**src/lfm_pkg.sv**
```systemverilog
// ----------------------------------------------------------------------------
// Line follower motor controller package
// Widths, codes and the fixed state table of the controller.
// ----------------------------------------------------------------------------
`default_nettype none

package lfm_pkg;

    localparam int DUTY_W     = 14;
    localparam int SENSOR_W   = 3;
    localparam int MODE_W     = 4;
    localparam int DWELL_W    = 10;
    localparam int DRIVE_W    = 2;
    localparam int CFG_ADDR_W = 2;

    typedef logic [DUTY_W-1:0]   duty_t;
    typedef logic [SENSOR_W-1:0] sensor_t;
    typedef logic [MODE_W-1:0]   mode_t;
    typedef logic [DWELL_W-1:0]  dwell_t;
    typedef logic [DRIVE_W-1:0]  drive_t;

    localparam duty_t DUTY_MAX         = 14'd14998;
    localparam duty_t DUTY_FULL_RST    = 14'd4999;
    localparam duty_t DUTY_HIGH_RST    = 14'd4333;
    localparam duty_t DUTY_MEDIUM_RST  = 14'd3333;
    localparam duty_t DUTY_LOW_RST     = 14'd1666;

    localparam logic [CFG_ADDR_W-1:0] REG_DUTY_FULL   = 2'd0;
    localparam logic [CFG_ADDR_W-1:0] REG_DUTY_HIGH   = 2'd1;
    localparam logic [CFG_ADDR_W-1:0] REG_DUTY_MEDIUM = 2'd2;
    localparam logic [CFG_ADDR_W-1:0] REG_DUTY_LOW    = 2'd3;

    localparam mode_t MODE_ON_LINE = 4'd0;
    localparam mode_t MODE_STOP    = 4'd11;
    localparam mode_t MODE_LAST    = 4'd14;

    localparam dwell_t DWELL_ON_LINE = 10'd40;
    localparam dwell_t DWELL_STOP    = 10'd1000;

    typedef enum logic [2:0] {
        LV_ZERO,
        LV_FULL,
        LV_HIGH,
        LV_MED,
        LV_LOW,
        LV_NMED
    } level_t;

    typedef struct packed {
        duty_t full;
        duty_t high;
        duty_t med;
        duty_t low;
    } cfg_t;

    typedef struct packed {
        logic   entered;
        mode_t  mode;
        duty_t  right_duty;
        duty_t  left_duty;
        drive_t drive_mode;
    } result_t;

    function automatic mode_t mode_next(mode_t m, sensor_t s);
        mode_t nxt;
        case (s)
            3'd1:    nxt = 4'd3;
            3'd2:    nxt = 4'd2;
            3'd3:    nxt = 4'd1;
            3'd4:    nxt = 4'd0;
            3'd5:    nxt = 4'd4;
            3'd6:    nxt = 4'd5;
            3'd7:    nxt = 4'd6;
            default: nxt = 4'd0;
        endcase
        case (m)
            4'd0:              if (s == 3'd0) nxt = 4'd9;
            4'd1, 4'd2, 4'd3:  if (s == 3'd0) nxt = 4'd7;
            4'd4, 4'd5, 4'd6:  if (s == 3'd0) nxt = 4'd8;
            4'd7:              if (s == 3'd0) nxt = 4'd13;
            4'd8:              if (s == 3'd0) nxt = 4'd14;
            4'd9:              if (s == 3'd0) nxt = 4'd10;
            4'd10:             if (s == 3'd0) nxt = 4'd12;
            4'd12:             if (s == 3'd0) nxt = MODE_STOP;
            4'd13, 4'd14:      if (s == 3'd0) nxt = 4'd9;
            default:           nxt = MODE_STOP;
        endcase
        return nxt;
    endfunction

    function automatic dwell_t mode_dwell(mode_t m);
        case (m)
            4'd0:                    return DWELL_ON_LINE;
            4'd1, 4'd4:              return 10'd25;
            4'd2, 4'd3, 4'd5, 4'd6:  return 10'd15;
            4'd7, 4'd8, 4'd13, 4'd14: return 10'd400;
            4'd9, 4'd10:             return 10'd700;
            4'd12:                   return 10'd650;
            default:                 return DWELL_STOP;
        endcase
    endfunction

    function automatic level_t mode_left(mode_t m);
        case (m)
            4'd0, 4'd1, 4'd2, 4'd3: return LV_FULL;
            4'd4:                   return LV_HIGH;
            4'd5, 4'd7, 4'd9, 4'd12, 4'd14: return LV_MED;
            4'd6:                   return LV_LOW;
            4'd8, 4'd10, 4'd13:     return LV_NMED;
            default:                return LV_ZERO;
        endcase
    endfunction

    function automatic level_t mode_right(mode_t m);
        case (m)
            4'd0, 4'd4, 4'd5, 4'd6: return LV_FULL;
            4'd1:                   return LV_HIGH;
            4'd2, 4'd8, 4'd10, 4'd12, 4'd13: return LV_MED;
            4'd3:                   return LV_LOW;
            4'd7, 4'd9, 4'd14:      return LV_NMED;
            default:                return LV_ZERO;
        endcase
    endfunction

    function automatic duty_t sat_duty(duty_t v);
        return (v > DUTY_MAX) ? DUTY_MAX : v;
    endfunction

    function automatic duty_t level_mag(level_t lv, cfg_t cfg);
        case (lv)
            LV_FULL:         return sat_duty(cfg.full);
            LV_HIGH:         return sat_duty(cfg.high);
            LV_MED, LV_NMED: return sat_duty(cfg.med);
            LV_LOW:          return sat_duty(cfg.low);
            default:         return '0;
        endcase
    endfunction

endpackage

`default_nettype wire

```
**src/lfm_step.sv**
```systemverilog
// ----------------------------------------------------------------------------
// Line follower step logic
// Next state, dwell count and motor command for one tick.
// ----------------------------------------------------------------------------
`default_nettype none

module lfm_step
    import lfm_pkg::*;
(
    input  wire mode_t   mode_cur,
    input  wire dwell_t  dwell_cur,
    input  wire sensor_t line_sensor,
    input  wire logic    collision,
    input  wire cfg_t    cfg,
    output mode_t        mode_nxt,
    output dwell_t       dwell_nxt,
    output result_t      result
);

    mode_t  mode_safe;
    logic   entered;
    level_t lv_left;
    level_t lv_right;

    assign mode_safe = (mode_cur > MODE_LAST) ? MODE_STOP : mode_cur;

    always_comb begin
        entered = 1'b1;
        if (collision) begin
            mode_nxt  = MODE_STOP;
            dwell_nxt = DWELL_STOP;
        end else if (dwell_cur <= 10'd1) begin
            mode_nxt  = mode_next(mode_safe, line_sensor);
            dwell_nxt = mode_dwell(mode_nxt);
        end else begin
            mode_nxt  = mode_safe;
            dwell_nxt = dwell_cur - 10'd1;
            entered   = 1'b0;
        end
    end

    assign lv_left  = mode_left(mode_nxt);
    assign lv_right = mode_right(mode_nxt);

    assign result.entered    = entered;
    assign result.mode       = mode_nxt;
    assign result.left_duty  = level_mag(lv_left, cfg);
    assign result.right_duty = level_mag(lv_right, cfg);
    assign result.drive_mode = {lv_right == LV_NMED, lv_left == LV_NMED};

endmodule

`default_nettype wire

```
**src/line_follow_motor_fsm_core.sv**
```systemverilog
// ----------------------------------------------------------------------------
// Line follower motor controller
// The result of an accepted tick is registered in the result register.
// Throughput: one tick per cycle while the output is not stalled; the state
// table lookup and dwell decrement sit between state and result registers.
// Reset: state 0 (on line) with dwell 40, duty registers at defaults,
// result register empty.
// ----------------------------------------------------------------------------
`default_nettype none

module line_follow_motor_fsm_core
    import lfm_pkg::*;
(
    input  wire logic                  aclk,
    input  wire logic                  aresetn,
    input  wire logic                  cfg_we,
    input  wire logic [CFG_ADDR_W-1:0] cfg_addr,
    input  wire logic [DUTY_W-1:0]     cfg_wdata,
    input  wire logic                  s_tvalid,
    output logic                       s_tready,
    input  wire logic [7:0]            s_tdata,   // line_sensor[2:0], collision[3]
    output logic                       m_tvalid,
    input  wire logic                  m_tready,
    output logic [39:0]                m_tdata    // drive_mode[1:0], left_duty[15:2],
                                                  // right_duty[29:16], current_mode[33:30],
                                                  // entered[34]
);

    cfg_t    cfg_reg;
    mode_t   mode_reg;
    dwell_t  dwell_reg;
    logic    out_valid_reg;
    result_t out_reg;

    mode_t   mode_next;
    dwell_t  dwell_next;
    result_t result_next;
    logic    s_xfer;

    assign s_tready = !out_valid_reg || m_tready;
    assign s_xfer   = s_tvalid && s_tready;

    lfm_step u_step (
        .mode_cur    (mode_reg),
        .dwell_cur   (dwell_reg),
        .line_sensor (s_tdata[2:0]),
        .collision   (s_tdata[3]),
        .cfg         (cfg_reg),
        .mode_nxt    (mode_next),
        .dwell_nxt   (dwell_next),
        .result      (result_next)
    );

    always_ff @(posedge aclk) begin
        if (!aresetn) begin
            cfg_reg.full <= DUTY_FULL_RST;
            cfg_reg.high <= DUTY_HIGH_RST;
            cfg_reg.med  <= DUTY_MEDIUM_RST;
            cfg_reg.low  <= DUTY_LOW_RST;
        end else if (cfg_we) begin
            case (cfg_addr)
                REG_DUTY_FULL:   cfg_reg.full <= cfg_wdata;
                REG_DUTY_HIGH:   cfg_reg.high <= cfg_wdata;
                REG_DUTY_MEDIUM: cfg_reg.med  <= cfg_wdata;
                REG_DUTY_LOW:    cfg_reg.low  <= cfg_wdata;
                default: ;
            endcase
        end
    end

    always_ff @(posedge aclk) begin
        if (!aresetn) begin
            mode_reg      <= MODE_ON_LINE;
            dwell_reg     <= DWELL_ON_LINE;
            out_valid_reg <= 1'b0;
        end else begin
            if (s_xfer) begin
                mode_reg      <= mode_next;
                dwell_reg     <= dwell_next;
                out_valid_reg <= 1'b1;
            end else if (m_tready) begin
                out_valid_reg <= 1'b0;
            end
        end
    end

    always_ff @(posedge aclk) begin
        if (s_xfer) begin
            out_reg <= result_next;
        end
    end

    assign m_tvalid = out_valid_reg;
    assign m_tdata  = {5'd0, out_reg};

endmodule

`default_nettype wire

```
**config.mk**
```make
export PLATFORM = sky130hd
export DESIGN_NAME = line_follow_motor_fsm_core
export DESIGN_NICKNAME = d
export VERILOG_FILES = /design/src/lfm_pkg.sv /design/src/lfm_step.sv /design/src/line_follow_motor_fsm_core.sv
export SDC_FILE = /design/constraint.sdc
export NUM_CORES = 1
export LEC_CHECK = 0
export BUFFER_PORTS_ARGS = -buffer_cell sky130_fd_sc_hd__buf_2
export CORE_UTILIZATION = 40
export DETAILED_ROUTE_END_ITERATION = 10
export RECOVER_POWER = 25
export SLEW_MARGIN = 20
export SYNTH_ARGS = -nofsm -noshare
export SYNTH_HDL_FRONTEND = slang
export SYNTH_SLANG_ARGS = --single-unit
```
**constraint.sdc**
```tcl
create_clock -name aclk -period 7.2 [get_ports aclk]
set_input_delay 0.36 -clock aclk [delete_from_list [all_inputs] [get_ports aclk]]
set_output_delay 0.36 -clock aclk [all_outputs]
set_load 0.01 [all_outputs]
```
Yosys cells after proc, flatten, opt, wreduce, memory -nomap -nowiden
Memories as Yosys holds them, arrays and structs flattened.
Cells that the tools add are included.
{"block": "classes", "addsub": 1, "n_lt_le_gt_ge": 6, "n_eq_ne": 32, "n_mux": 26, "n_reduce_logical": 16}
{"operator": "14-bit one-hot mux with 4 select lines", "n": 2}
{"operator": "14-bit > comparator, second input constant", "n": 4}
{"operator": "14-bit 2-to-1 mux", "n": 4}
{"operator": "4-bit 2-to-1 mux", "n": 12}
{"operator": "4-bit one-hot mux with 8 select lines", "n": 1}
{"operator": "4-bit equality test, second input constant", "n": 6}
{"operator": "3-bit equality test, second input constant", "n": 7}
{"operator": "10-bit 2-to-1 mux", "n": 2}
{"operator": "3-bit by 2-bit equality test with 1-bit output, second input constant", "n": 6}
{"operator": "3-bit one-hot mux with 6 select lines", "n": 1}
{"operator": "4-bit by 3-bit equality test with 1-bit output, second input constant", "n": 4}
{"operator": "10-bit by 1-bit <= comparator with 1-bit output, second input constant", "n": 1}
{"operator": "10-bit by 1-bit subtractor with 10-bit output, second input constant", "n": 1}
{"operator": "3-bit by 1-bit equality test with 1-bit output, second input constant", "n": 3}
{"operator": "3-bit OR reduction", "n": 3}
{"operator": "4-bit by 2-bit equality test with 1-bit output, second input constant", "n": 2}
{"operator": "2-bit AND reduction", "n": 4}
{"operator": "2-bit equality test, second input constant", "n": 2}
{"operator": "4-bit by 1-bit equality test with 1-bit output, second input constant", "n": 1}
{"operator": "4-bit > comparator, second input constant", "n": 1}
{"operator": "4-bit logical NOT", "n": 1}
{"operator": "2-bit OR reduction", "n": 2}
{"operator": "3-bit logical NOT", "n": 1}
{"operator": "1-bit 2-to-1 mux", "n": 3}
{"operator": "7 further kinds", "n": 7}
{"block": "word_totals", "regBits": 106, "romBits": 256, "inputBits": 29, "out_inout_bits": 42, "elab_cells": 96, "mem_count": 3}
{"name": "(no name shown)", "depth": 16, "width": 10, "rd": 1, "rd_clocked_by_memory_dff": 0, "write_ports": 0, "line_no": "lfm_pkg.sv:92", "source": "case (m)"}
{"name": "(no name shown)", "depth": 16, "width": 3, "rd": 1, "rd_clocked_by_memory_dff": 0, "write_ports": 0, "line_no": "lfm_pkg.sv:115", "source": "case (m)"}
{"name": "(no name shown)", "depth": 16, "width": 3, "rd": 1, "rd_clocked_by_memory_dff": 0, "write_ports": 0, "line_no": "lfm_pkg.sv:104", "source": "case (m)"}

Logic depth before layout (Yosys ltp)
An unclocked memory read counts as a cell.
{"block": "logic_depth", "depth_word": 13, "mapped_depth": 16, "mapped_depth_nobuf": 14}

Hierarchy
From an unflattened synthesis, not the netlist that was laid out.
{"block": "unflattened", "hier_cells": 658, "area_unflattened_um2": 5947.0}
{"module": "line_follow_motor_fsm_core", "n_inst": 1, "cells_per_inst": 326, "area_per_inst_um2": 3634.7, "seq_area_each_um2": 2472.4}
{"module": "lfm_step", "n_inst": 1, "cells_per_inst": 332, "area_per_inst_um2": 2312.2, "seq_area_each_um2": 0.0}

Worst setup path after synthesis
OpenSTA, ideal clock, no wires.
{"block": "synth_timing", "path_type": "register -> register", "from": "register dwell_reg[4]", "to": "register out_reg, in the netlist m_tdata[16] (data pin)", "setup_ps": 136, "arrival_ps": 3966, "t_required_ps": 7064, "setup_slack_ps": 3098, "stages_incl_launch_ff": 14, "n_path_buf": 3, "synth_period_minus_slack_ps": 4102, "path_cell_list": "dfxtp_1 -> or4_1 -> buf_2 -> or4_1 -> buf_2 -> o41ai_4 -> inv_2 -> ha_1 -> buf_1 -> a2bb2oi_1 -> o211ai_1 -> nor4_1 -> o2bb2a_1 -> nand3_1"}
{"item": "start: declaration", "line_no": "line_follow_motor_fsm_core.sv:31", "source": "dwell_t dwell_reg;"}
{"item": "start signal: assignment", "line_no": "line_follow_motor_fsm_core.sv:79", "source": "dwell_reg <= dwell_next;"}
{"item": "end signal: assignment", "line_no": "line_follow_motor_fsm_core.sv:89", "source": "out_reg <= result_next;"}
{"item": "end: declaration", "line_no": "line_follow_motor_fsm_core.sv:33", "source": "result_t out_reg;"}

==> run metrics <==
worst skew pair latency 0.36 ns; CP Class reg -> reg; FMAX 193.8 MHz; core area 14590 sq um; CTS tree yes; Mapped Cells 711; leakage 2.536 nW; Synth Flop Type dfxtp_1; H-tree depth 3; Post-CTS Resized 0; startpoint types flop; max-slew violations 54; commonest cells in the netlist 164 x nand2_1, 71 x dfxtp_1, 53 x nand3_1; die height 124.5 um; min-delay worst type in -> reg; failing checks capacitance limit, slew limit; Initial Util 0.4116; gr ovfl total 0; via count 5553; Hold Buf Count CTS 0; WL final 17.31 mm; initial antenna violation count 0; status complete, but fails checks; worst slew pin tran 1.912 ns; post-synth top area share 0.2367; Die ar. 15510 sq um; # IOs 71; Area after DPL 6382 sq um; Sink Count 106; # setup viols final 0; die width 124.5 um; Syn Area/Cell 8.445 sq um; Ys Warns 0; Min Hold Slack 0.2578 ns; CTS root buffer clkbuf_16; Final ANT Viol Nets 0; PortBufs 61; First DRT Iteration DRCs 649; count leader, synth nand2_1; Num CTS Buffers 9; Hold Path Sink cfg_reg[33]$_SDFFE_PN1P_; worst-path maximum fanout 15; Clock Skews 0.007958 ns; final hold vios 0; R2R Path End m_tdata[24]$_DFFE_PP_; layout cell share with drive strength beyond 1 0.1228; Cell variety after synth 85; # DRC 0; peak supply drop 0.1045 mV; Clock Tree Buf Depth 2; mean number of vias per cell 5.952; setup bufs post-CTS 0; fin crit share 0.7166; critical path capture point type flop; DRT Pass-1 Iters 7; first-pass GRT wire length 27.77 mm; max FFs per register 56; # diodes 0; min Tclk post-route 5.159 ns; CP arrival 5.37 ns; dominant cell type by area after synthesis dfxtp_1; sum of negative setup slack 0 ns; largest net degree at the start of global routing 54; Final HPWL DP 12.44 mm; Post-synth EDFFs 35; R2R Path Start dwell_reg[4]$_SDFFE_PN0P_; maxcap violations 1; clock slew at reported path FFs 0.08 ns; Final Wtd Congestion 0.9510; Final Net Count 786; Wirelength per Cell 18.55 um; synthesized area 6005 sq um; register area share after synthesis 0.4118; #FFs+latches synth 106; Slew Limit Headroom -0.2746; Layout area overhead 10.63%; Hold Crit Depth 3; PwrDens 216.4 nW/um^2; ys async rst share 0; Worst R2R Path Depth 10; Total Routing Usage GR 0.2252; vias in the first global route 5139; synth top area cells dfxtp_1 24%, edfxtp_1 18%, nand2_1 10%, nand3_1 4.4%, a21boi_0 4.3%; r2r setup slk 2.04 ns; critical hold path startpoint cfg_wdata[5]; RSZ-0062 raised after global routing no; worst endpoint required time 7.41 ns; row count 44; design area 6643 sq um
## routing by layer
| layer | routed length [um] | up-vias | GRT usage | part of all wire |
|---|---|---|---|---|
| met5 | 0 | - | 0.01634 | 0 |
| met4 | 280 | 0 | 0.06591 | 0.016 |
| met3 | 1463 | 29 | 0.05670 | 0.085 |
| met2 | 7330 | 259 | 0.3175 | 0.42 |
| met1 | 8233 | 2622 | 0.3330 | 0.48 |
| li1 | - | 2643 | - | - |
## critical path, stage by stage (launching register included)
cell	delay, ns
dfxtp_1	0.36
or4_1	0.70
or4_1	0.74
o41ai_4	0.84
inv_2	0.25
ha_1	0.39
a2bb2oi_1	0.21
o211ai_1	0.31
nor4_1	0.80
o2bb2a_1	0.30
nand3_1	0.10
## layout by cell type (no fill, tap or decap), types with 6 or more instances in the layout
master     count
nand2_1      164
dfxtp_1       71
nand3_1       53
buf_2         48
o21ai_0       37
nor2_1        35
edfxtp_1      35
a21boi_0      34
a21oi_1       17
clkbuf_1      14
inv_1         13
ha_1          12
nor2b_1        9
o211ai_1       9
clkbuf_16      9
nand3b_1       8
nor3_1         8
nand4_1        7
and2_1         7
a221oi_1       7
nand2b_1       6
xor2_1         6
## how the worst max path moves through the flow
stage	from	slack, ns	to
global placement	dwell_reg[4]$_SDFFE_PN0P_	2.20	m_tdata[24]$_DFFE_PP_
CTS	dwell_reg[4]$_SDFFE_PN0P_	2.10	m_tdata[24]$_DFFE_PP_
finish	dwell_reg[4]$_SDFFE_PN0P_	2.04	m_tdata[24]$_DFFE_PP_
detailed placement	dwell_reg[4]$_SDFFE_PN0P_	2.13	m_tdata[24]$_DFFE_PP_
global route	dwell_reg[4]$_SDFFE_PN0P_	1.71	m_tdata[24]$_DFFE_PP_
floorplan	dwell_reg[4]$_SDFFE_PN0P_	3.10	m_tdata[16]$_DFFE_PP_
## cells by family (layout without fill, tap and decap cells)
kind of cell | count (synthesis) | count (layout) | share of synthesized area
AOI/OAI and AO/OA | 187 | 187 | 0.2386
other | 1 | 5 | 0.0006245
xor gates and xnor gates | 9 | 9 | 0.01438
muxes | 4 | 4 | 0.006876
DFF | 106 | 106 | 0.4118
and+or+nand+nor | 330 | 330 | 0.2584
buffers and inverters | 62 | 96 | 0.04438
adders and majority gates | 12 | 12 | 0.02500
## final cells by class
cell class	count	area, sq um
well taps	184	230.2
fillers	1417	7946
multi-input cells	547	3281
inverters	15	56.30
clock buffers	9	225.2
flip-flops and latches	106	2472
clock inverters	6	55.05
repair buffers	66	322.8
## per-stage QoR
stage	total power [mW]	setup slack, ns	util	instances
CTS	1.445	2.097	0.4567	933
global route	1.506	1.713	0.4553	933
floorplan	0.8824	3.098	-	715
finish	1.437	2.041	0.4553	933
detailed placement	0.9704	2.132	0.4375	918
global placement	0.9611	2.203	0.4375	918
## power by group
part           switching [mW]  internal [mW]  total [mW]
sequential             0.0335          0.664       0.697
clock                   0.236          0.241       0.477
combinational           0.166         0.0976       0.263
total                   0.435           1.00        1.44
Power figures use the tool's default switching activity.
